==> src/sv/tts_pkg.sv <==
// Package for the touch tap/swipe classifier: coordinate widths, register
// indexes, reset values and the gesture kind codes.
// No dependencies.
`default_nettype none

package tts_pkg;

  // Default coordinate widths
  localparam int unsigned X_BITS_DEF = 11;
  localparam int unsigned Y_BITS_DEF = 10;

  // Configuration register width and reset values
  localparam int unsigned CFG_BITS      = 11;
  localparam int unsigned CFG_IDX_BITS  = 1;
  localparam logic [CFG_BITS-1:0] TAP_LIMIT_RST = 11'd28;
  localparam logic [CFG_BITS-1:0] SWIPE_MIN_RST = 11'd90;
  localparam logic [2*CFG_BITS-1:0] TAP_SQ_RST =
    (2*CFG_BITS)'(TAP_LIMIT_RST) * (2*CFG_BITS)'(TAP_LIMIT_RST);

  // Configuration register indexes
  localparam logic [CFG_IDX_BITS-1:0] REG_TAP_LIMIT = 1'd0;
  localparam logic [CFG_IDX_BITS-1:0] REG_SWIPE_MIN = 1'd1;

  // Reported gesture kinds
  typedef enum logic [2:0] {
    KIND_TAP   = 3'd0,
    KIND_LEFT  = 3'd1,
    KIND_RIGHT = 3'd2,
    KIND_UP    = 3'd3,
    KIND_DOWN  = 3'd4
  } gesture_kind_e;

endpackage

`default_nettype wire

==> src/sv/touch_tap_swipe_classifier_top.sv <==
// Touch tap/swipe classifier: tracks one touch from press to lift, hands out
// drag deltas and classifies the completed gesture.
// Depends on tts_pkg.
// The result of a frame is registered on its acceptance and presented in the next cycle.
// One frame per cycle; the single output register is the only
// buffer, so a frame is taken whenever that register is empty or drained.
// The squared travel of a move is registered and folded into the peak on the
// next frame, which also serves a lift in the very next cycle.
// Reset: asynchronous, active low; clears tracking, the output valid and
// loads the threshold registers with their defaults (tap 28, swipe 90).
`default_nettype none

module touch_tap_swipe_classifier_top
  import tts_pkg::*;
#(
  parameter int unsigned X_BITS = X_BITS_DEF,
  parameter int unsigned Y_BITS = Y_BITS_DEF
) (
  input  wire logic                     clk_i,
  input  wire logic                     rst_ni,
  // configuration write channel
  input  wire logic                     cfg_valid_i,
  output logic                          cfg_ready_o,
  input  wire logic [CFG_IDX_BITS-1:0]  cfg_index_i,
  input  wire logic [CFG_BITS-1:0]      cfg_data_i,
  // frame input channel
  input  wire logic                     in_valid_i,
  output logic                          in_ready_o,
  input  wire logic                     finger_down_i,
  input  wire logic [X_BITS-1:0]        touch_x_i,
  input  wire logic [Y_BITS-1:0]        touch_y_i,
  input  wire logic                     take_drag_i,
  // result channel
  output logic                          out_valid_o,
  input  wire logic                     out_ready_i,
  output logic                          gesture_valid_o,
  output logic [2:0]                    gesture_kind_o,
  output logic [X_BITS-1:0]             gesture_start_x_o,
  output logic [Y_BITS-1:0]             gesture_start_y_o,
  output logic signed [X_BITS:0]        gesture_dx_o,
  output logic signed [Y_BITS:0]        gesture_dy_o,
  output logic                          drag_valid_o,
  output logic signed [X_BITS:0]        drag_dx_o,
  output logic signed [Y_BITS:0]        drag_dy_o
);

  localparam int unsigned MW  = (X_BITS > Y_BITS) ? X_BITS : Y_BITS;
  localparam int unsigned CW  = (MW > CFG_BITS) ? MW : CFG_BITS;
  localparam int unsigned PW  = 2 * X_BITS;
  localparam int unsigned SW  = 2 * MW + 1;
  localparam int unsigned TW  = 2 * CFG_BITS;
  localparam int unsigned PKW = (PW > TW) ? PW : TW;

  // Configuration registers
  logic [CFG_BITS-1:0] swipe_min_q;
  logic [TW-1:0]       tap_sq_q;

  // Tracking state
  logic                tracking_q, tracking_d;
  logic [X_BITS-1:0]   origin_x_q, origin_x_d, prev_x_q, prev_x_d;
  logic [Y_BITS-1:0]   origin_y_q, origin_y_d, prev_y_q, prev_y_d;
  logic [X_BITS:0]     pend_dx_q, pend_dx_d;
  logic [Y_BITS:0]     pend_dy_q, pend_dy_d;
  logic [PW-1:0]       peak_q, peak_d, d2_q, d2_d;
  logic                d2v_q, d2v_d;

  // Output register
  logic                out_valid_q;
  logic                g_valid_q, g_valid_d;
  gesture_kind_e       g_kind_q, g_kind_d;
  logic [X_BITS-1:0]   g_sx_q, g_sx_d;
  logic [Y_BITS-1:0]   g_sy_q, g_sy_d;
  logic [X_BITS:0]     g_dx_q, g_dx_d;
  logic [Y_BITS:0]     g_dy_q, g_dy_d;
  logic                d_valid_q, d_valid_d;
  logic [X_BITS:0]     d_dx_q, d_dx_d;
  logic [Y_BITS:0]     d_dy_q, d_dy_d;

  logic in_accept, cfg_accept;

  assign cfg_ready_o = 1'b1;
  assign cfg_accept  = cfg_valid_i && cfg_ready_o;
  assign in_ready_o  = !out_valid_q || out_ready_i;
  assign in_accept   = in_valid_i && in_ready_o;

  // Offset of the current touch from the start point and its squared length
  logic [X_BITS:0]   ox, pdx_mv;
  logic [Y_BITS:0]   oy, pdy_mv;
  logic [X_BITS-1:0] ox_mag;
  logic [Y_BITS-1:0] oy_mag;
  logic [2*X_BITS-1:0] sq_x;
  logic [2*Y_BITS-1:0] sq_y;
  logic [SW-1:0]     d2_sum;
  logic [PW-1:0]     d2_sat;

  assign ox     = {1'b0, touch_x_i} - {1'b0, origin_x_q};
  assign oy     = {1'b0, touch_y_i} - {1'b0, origin_y_q};
  assign ox_mag = ox[X_BITS] ? X_BITS'(-ox) : ox[X_BITS-1:0];
  assign oy_mag = oy[Y_BITS] ? Y_BITS'(-oy) : oy[Y_BITS-1:0];
  assign sq_x   = ox_mag * ox_mag;
  assign sq_y   = oy_mag * oy_mag;
  assign d2_sum = SW'(sq_x) + SW'(sq_y);
  assign d2_sat = ((d2_sum >> PW) != '0) ? {PW{1'b1}} : PW'(d2_sum);

  // Accumulate the pending drag with this frame's movement
  assign pdx_mv = pend_dx_q + {1'b0, touch_x_i} - {1'b0, prev_x_q};
  assign pdy_mv = pend_dy_q + {1'b0, touch_y_i} - {1'b0, prev_y_q};

  // Peak including the squared travel still held from the last move
  logic [PW-1:0] peak_eff;
  assign peak_eff = (d2v_q && (d2_q > peak_q)) ? d2_q : peak_q;

  // Classify the completed gesture from the last position
  logic [X_BITS:0]   gdx;
  logic [Y_BITS:0]   gdy;
  logic [X_BITS-1:0] gax;
  logic [Y_BITS-1:0] gay;
  logic              is_tap, ax_ge_ay, x_swipe, y_swipe;
  gesture_kind_e     lift_kind;

  assign gdx      = {1'b0, prev_x_q} - {1'b0, origin_x_q};
  assign gdy      = {1'b0, prev_y_q} - {1'b0, origin_y_q};
  assign gax      = gdx[X_BITS] ? X_BITS'(-gdx) : gdx[X_BITS-1:0];
  assign gay      = gdy[Y_BITS] ? Y_BITS'(-gdy) : gdy[Y_BITS-1:0];
  assign is_tap   = PKW'(peak_eff) < PKW'(tap_sq_q);
  assign ax_ge_ay = CW'(gax) >= CW'(gay);
  assign x_swipe  = ax_ge_ay && (CW'(gax) >= CW'(swipe_min_q));
  assign y_swipe  = !ax_ge_ay && (CW'(gay) >= CW'(swipe_min_q));

  always_comb begin
    if (is_tap) begin
      lift_kind = KIND_TAP;
    end else if (x_swipe) begin
      lift_kind = gdx[X_BITS] ? KIND_LEFT : KIND_RIGHT;
    end else if (y_swipe) begin
      lift_kind = gdy[Y_BITS] ? KIND_UP : KIND_DOWN;
    end else begin
      lift_kind = KIND_TAP;
    end
  end

  // Next state and result for the frame at the input
  logic [X_BITS:0] pdx_nx;
  logic [Y_BITS:0] pdy_nx;
  logic            drag_fire;

  always_comb begin
    tracking_d = tracking_q;
    origin_x_d = origin_x_q;
    origin_y_d = origin_y_q;
    prev_x_d   = prev_x_q;
    prev_y_d   = prev_y_q;
    pdx_nx     = pend_dx_q;
    pdy_nx     = pend_dy_q;
    peak_d     = peak_q;
    d2_d       = d2_q;
    d2v_d      = d2v_q;
    g_valid_d  = 1'b0;
    g_kind_d   = KIND_TAP;
    g_sx_d     = '0;
    g_sy_d     = '0;
    g_dx_d     = '0;
    g_dy_d     = '0;

    if (finger_down_i) begin
      if (!tracking_q) begin
        // press: record the start point
        tracking_d = 1'b1;
        origin_x_d = touch_x_i;
        origin_y_d = touch_y_i;
        prev_x_d   = touch_x_i;
        prev_y_d   = touch_y_i;
        pdx_nx     = '0;
        pdy_nx     = '0;
        peak_d     = '0;
        d2v_d      = 1'b0;
      end else begin
        // move: advance the drag and fold the held travel into the peak
        prev_x_d = touch_x_i;
        prev_y_d = touch_y_i;
        pdx_nx   = pdx_mv;
        pdy_nx   = pdy_mv;
        peak_d   = peak_eff;
        d2_d     = d2_sat;
        d2v_d    = 1'b1;
      end
    end else if (tracking_q) begin
      // lift: report the gesture and drop the drag and the held travel
      tracking_d = 1'b0;
      d2v_d      = 1'b0;
      pdx_nx     = '0;
      pdy_nx     = '0;
      g_valid_d  = 1'b1;
      g_kind_d   = lift_kind;
      g_sx_d     = origin_x_q;
      g_sy_d     = origin_y_q;
      g_dx_d     = gdx;
      g_dy_d     = gdy;
    end

    // hand out the pending drag after the touch is processed
    drag_fire = take_drag_i && tracking_d && ((pdx_nx != '0) || (pdy_nx != '0));
    d_valid_d = drag_fire;
    d_dx_d    = drag_fire ? pdx_nx : '0;
    d_dy_d    = drag_fire ? pdy_nx : '0;
    pend_dx_d = drag_fire ? '0 : pdx_nx;
    pend_dy_d = drag_fire ? '0 : pdy_nx;
  end

  // Configuration registers; the tap limit is kept squared
  always_ff @(posedge clk_i or negedge rst_ni) begin
    if (!rst_ni) begin
      tap_sq_q    <= TAP_SQ_RST;
      swipe_min_q <= SWIPE_MIN_RST;
    end else if (cfg_accept) begin
      case (cfg_index_i)
        REG_TAP_LIMIT: begin
          tap_sq_q    <= TW'(cfg_data_i) * TW'(cfg_data_i);
        end
        REG_SWIPE_MIN: begin
          swipe_min_q <= cfg_data_i;
        end
        default: begin
          tap_sq_q    <= tap_sq_q;
        end
      endcase
    end
  end

  // Control state
  always_ff @(posedge clk_i or negedge rst_ni) begin
    if (!rst_ni) begin
      tracking_q  <= 1'b0;
      d2v_q       <= 1'b0;
      out_valid_q <= 1'b0;
    end else begin
      if (in_accept) begin
        tracking_q  <= tracking_d;
        d2v_q       <= d2v_d;
        out_valid_q <= 1'b1;
      end else if (out_ready_i) begin
        out_valid_q <= 1'b0;
      end
    end
  end

  // Tracking payload and result register
  always_ff @(posedge clk_i) begin
    if (in_accept) begin
      origin_x_q <= origin_x_d;
      origin_y_q <= origin_y_d;
      prev_x_q   <= prev_x_d;
      prev_y_q   <= prev_y_d;
      pend_dx_q  <= pend_dx_d;
      pend_dy_q  <= pend_dy_d;
      peak_q     <= peak_d;
      d2_q       <= d2_d;
      g_valid_q  <= g_valid_d;
      g_kind_q   <= g_kind_d;
      g_sx_q     <= g_sx_d;
      g_sy_q     <= g_sy_d;
      g_dx_q     <= g_dx_d;
      g_dy_q     <= g_dy_d;
      d_valid_q  <= d_valid_d;
      d_dx_q     <= d_dx_d;
      d_dy_q     <= d_dy_d;
    end
  end

  assign out_valid_o       = out_valid_q;
  assign gesture_valid_o   = g_valid_q;
  assign gesture_kind_o    = g_kind_q;
  assign gesture_start_x_o = g_sx_q;
  assign gesture_start_y_o = g_sy_q;
  assign gesture_dx_o      = $signed(g_dx_q);
  assign gesture_dy_o      = $signed(g_dy_q);
  assign drag_valid_o      = d_valid_q;
  assign drag_dx_o         = $signed(d_dx_q);
  assign drag_dy_o         = $signed(d_dy_q);

  // A lift ends tracking, so a gesture and a drag never share one result
  a_no_gesture_and_drag: assert property (@(posedge clk_i) disable iff (!rst_ni)
    out_valid_o |-> !(gesture_valid_o && drag_valid_o))
    else $error("gesture and drag reported in one transaction");

  // Held squared travel only exists while a touch is tracked
  a_d2_only_tracking: assert property (@(posedge clk_i) disable iff (!rst_ni)
    d2v_q |-> tracking_q)
    else $error("squared travel held without tracking");

  // A frame with a finger down leaves the block tracking
  a_press_tracks: assert property (@(posedge clk_i) disable iff (!rst_ni)
    (in_accept && finger_down_i) |=> tracking_q)
    else $error("finger down did not start or keep tracking");

  // A frame without a finger leaves the block idle
  a_lift_idles: assert property (@(posedge clk_i) disable iff (!rst_ni)
    (in_accept && !finger_down_i) |=> (!tracking_q && !d2v_q))
    else $error("tracking kept after lift");

  // A result without drag carries zero deltas
  a_drag_zero: assert property (@(posedge clk_i) disable iff (!rst_ni)
    (out_valid_o && !drag_valid_o) |-> ((drag_dx_o == '0) && (drag_dy_o == '0)))
    else $error("drag delta nonzero without drag");

endmodule

`default_nettype wire
==> config.mk <==
export PLATFORM = sky130hd
export DESIGN_NAME = touch_tap_swipe_classifier_top
export DESIGN_NICKNAME = d
export VERILOG_FILES = /design/src/sv/tts_pkg.sv /design/src/sv/touch_tap_swipe_classifier_top.sv
export SDC_FILE = /design/constraint.sdc
export NUM_CORES = 1
export LEC_CHECK = 0
export ABC_CLOCK_PERIOD_IN_PS = 21300
export BUFFER_PORTS_ARGS = -buffer_cell sky130_fd_sc_hd__buf_2
export CAP_MARGIN = 5
export CORE_MARGIN = 3
export CORE_UTILIZATION = 60
export CTS_CLUSTER_SIZE = 16
export DETAILED_ROUTE_END_ITERATION = 8
export PLACE_DENSITY = 0.78
export SYNTH_ARGS = -nofsm -noshare
export SYNTH_HDL_FRONTEND = slang
export SYNTH_SLANG_ARGS = --single-unit
==> constraint.sdc <==
create_clock -name clk_i -period 21.3 [get_ports clk_i]
set_input_delay 2.13 -clock clk_i [delete_from_list [all_inputs] [get_ports clk_i]]
set_output_delay 2.13 -clock clk_i [all_outputs]
set_load 0.05 [all_outputs]
==> results_dict.tcl <==
set metrics [dict create \
    dp_hpwl_mm 43.8 \
    cp-start-kind "input port" \
    r2r_start "origin_x_q[1]" \
    crit_slowest_cell "xnor2_1" \
    synth_edf_count 181 \
    post_cts_buffers 0 \
    status "finished clean" \
    place_inst 2967 \
    wl_mm 53.5 \
    rows 71 \
    grt.overflow.total 0 \
    fillers 3040 \
    avgSynthCellArea_um2 9.80 \
    cp.arrival_ns 11.59 \
    crit_top_cell "fa_1" \
    start_util 0.616 \
    chipHeight_um 203 \
    ys_seq_area_frac 0.270 \
    rsz0062_at_grt "no" \
    cts_sinks 216 \
    wl_met2_mm 26.5 \
    clk_pin_slew_ns 0.06 \
    wl_per_cell_um 17.8 \
    ys_seq_elements 216 \
    crit_start "touch_x_i[1]" \
    cp-endpoint "d2_q[21]" \
    crit_required_ns 21.55 \
    drive_gt1_frac 0.0964 \
    areaGrowthSynthToFinish_pct 8.13 \
    worst_pin_slew_ns 1.21 \
    viasPerCell 5.73 \
    reg2reg_slack_ns 11.14 \
    hold_violations 0 \
    drtIter0Drc 1134 \
    reg2reg_to "d2_q[21]" \
    tns_ns 0 \
    critPathMaxStageDelay_ns 0.85 \
    gp_congestion 0.934 \
    clockBufferDepth 3 \
    clk-insertion-delay-late_ns 0.54 \
    first_pass_iters 6 \
    worstSetupEndpointType "flop" \
    ys_warn_count 0 \
    dieArea_um2 41400 \
    final_area_um2 25300 \
    postRouteAntennaNets 0 \
    critPathKind "in -> reg" \
    cts_buffers 24 \
    dpl-instance-area_um2 24500 \
    cts-root-buf "clkbuf_16" \
    hold_class "reg -> reg" \
    top_layer_used "met4" \
    ctsHoldBuffers 0 \
    netlist_area_um2 23400 \
    cts_tree "done" \
    place_ws_ns 9.65 \
    fin_nets 3040 \
    antenna_found_initial 0 \
    drc 0 \
    reg2reg_depth 32 \
    num_vias 17248 \
    grt_pass1_wl_mm 87.3 \
    maxSlewViolCount 0 \
    port_buffers 113 \
    met1_length_mm 21.8 \
    io_pins 115 \
    synthesis.nets 2947 \
    htreeDepth 1 \
    grt_max_degree 71 \
    grt_pass1_vias 17519 \
    grtUsageTotal 0.262 \
    synth_cell_types 81 \
    ys.flop_type "edfxtp_1" \
    ctsResizeCount 0 \
    synthCells 2389 \
    crit_fanout 22 \
    clock_skew_ns 0.0172 \
    min_period_ns 11.34 \
    async_flop_share 0.162 \
    setup_viol 0 \
    max_freq_mhz 88.2 \
    fin_cells 3011 \
    relSlewSlack 0.193 \
    fin_crit_sh 0.532 \
    die_w_um 203 \
    setup_ws_ns 9.96 \
    maxCapViolCount 0 \
    dr_wl_met3_mm 3.47 \
    coreArea_um2 38000 \
]
area by class of cell:
| type | instances | area [µm²] | share of cell area |
|---|---|---|---|
| Clock buffer | 32 | 697 | 0.0275 |
| Sequential cell | 216 | 6320 | 0.250 |
| Antenna cell | 1 | 2.50 | 0.0000989 |
| Timing Repair Buffer | 123 | 641 | 0.0253 |
| Inverter | 484 | 1820 | 0.0719 |
| Tap cell | 511 | 639 | 0.0253 |
| Multi-Input combinational cell | 1633 | 15100 | 0.595 |
| Clock inverter | 11 | 126 | 0.00499 |
state kept, by name (all words and copies together), names as in the netlist, 3 cells and up:
name	count
d2_q	22
drag_dx_o	12
drag_dy_o	11
gesture_dx_o	12
gesture_dy_o	11
gesture_kind_o	3
gesture_start_x_o	11
gesture_start_y_o	10
origin_x_q	11
origin_y_q	10
peak_q	22
pend_dx_q	12
pend_dy_q	11
prev_x_q	11
prev_y_q	10
swipe_min_q	11
tap_sq_q	21
cells by family (layout without fill, tap and decap cells):
family	after synthesis	after routing	share of synthesized area
adder cells (fa/ha/maj)	518	518	0.351
XOR/XNOR	116	116	0.0444
flip-flops	216	216	0.270
multiplexers	41	41	0.0196
buffers and inverters	540	650	0.0874
AO/OA/AOI/OAI	355	355	0.104
AND/OR/NAND/NOR	602	602	0.123
other	1	2	0.000160
placed cells by master (no fill, tap or decap), types with 5 or more instances in the layout:
cell type,Yosys,final
a2111oi_0,6,6
a211o_1,5,5
a211oi_1,7,7
a21boi_0,5,5
a21o_1,40,40
a21oi_1,77,77
a22oi_1,13,13
a31oi_1,13,13
a32oi_1,6,6
and2_1,76,76
and3_1,11,11
buf_2,8,113
buf_4,2,10
clkbuf_16,0,26
dfrtp_1,28,28
dfstp_2,7,7
edfxtp_1,181,181
fa_1,232,232
ha_1,286,286
inv_1,483,482
mux2_2,37,37
nand2_1,129,129
nand2b_1,21,21
nand3_1,31,31
nand4_1,8,8
nor2_1,218,215
nor2b_1,22,22
nor3_1,31,31
o211ai_1,10,10
o21a_1,37,37
o21ai_0,59,59
o21bai_1,7,7
o31a_1,6,6
o31ai_1,21,20
o41ai_1,7,7
or2_2,17,17
or3_1,10,10
or4_1,5,5
xnor2_1,67,67
xor2_1,46,46
Yosys cell counts (all sizes together) (4+ instances only):
cell type | n | share of area
a2111oi | 7 | 0.0034
a211o | 5 | 0.0019
a211oi | 7 | 0.0022
a21boi | 6 | 0.0019
a21o | 40 | 0.013
a21oi | 77 | 0.016
a22oi | 13 | 0.0042
a31oi | 13 | 0.0035
a32oi | 6 | 0.0022
and2 | 76 | 0.020
and3 | 11 | 0.0029
and4 | 4 | 0.0015
buf | 12 | 0.0027
clkbuf | 44 | 0.0071
dfrtp | 28 | 0.030
dfstp | 7 | 0.0079
edfxtp | 181 | 0.23
fa | 232 | 0.20
ha | 286 | 0.15
inv | 484 | 0.078
mux2 | 38 | 0.018
nand2 | 129 | 0.021
nand2b | 21 | 0.0056
nand3 | 31 | 0.0066
nand4 | 8 | 0.0021
nor2 | 220 | 0.036
nor2b | 22 | 0.0059
nor3 | 31 | 0.0066
nor4b | 5 | 0.0021
o2111ai | 4 | 0.0015
o211ai | 10 | 0.0032
o21a | 37 | 0.012
o21ai | 60 | 0.013
o21bai | 7 | 0.0022
o31a | 6 | 0.0022
o31ai | 22 | 0.0076
o41ai | 8 | 0.0033
or2 | 17 | 0.0045
or3 | 10 | 0.0027
or4 | 5 | 0.0016
xnor2 | 69 | 0.026
xor2 | 47 | 0.018
worst min-delay path by stage:
stage,cells past startpoint,slack [ns],endpoint,from
finish,2,0.48,tap_sq_q[9],tap_sq_q[9]
global route,2,0.51,tap_sq_q[9],tap_sq_q[9]
CTS,2,0.48,tap_sq_q[9],tap_sq_q[9]
detailed placement,2,0.47,tap_sq_q[9],tap_sq_q[9]
global placement,2,0.46,tap_sq_q[6],tap_sq_q[6]
floorplan,2,0.45,tap_sq_q[17],tap_sq_q[17]
worst max-delay path: cells and delay by family:
kind                     cells  cell delay (ns)
AND/OR/NAND/NOR              4             0.77
AO/OA/AOI/OAI               10             2.81
XOR/XNOR                     2             0.99
buffers and inverters        7             0.67
adder cells (fa/ha/maj)      9             4.21
per-stage QoR:
stage                     utilization  hold slack (ns)
after floorplan                     -            0.449
after global placement          0.644            0.465
after detailed placement        0.644            0.474
after CTS                       0.665            0.485
after global routing            0.665            0.513
final                           0.666            0.479
per-layer routing:
metal  track usage  vias to the layer above
li1              -                     8072
met1         0.348                     8461
met2         0.448                      600
met3        0.0311                      115
met4        0.0907                        0
met5             0                        -
Power is left out: the tool's default activity adds up to more than one toggle a clock period on the data nets, which glitch-free logic cannot reach.
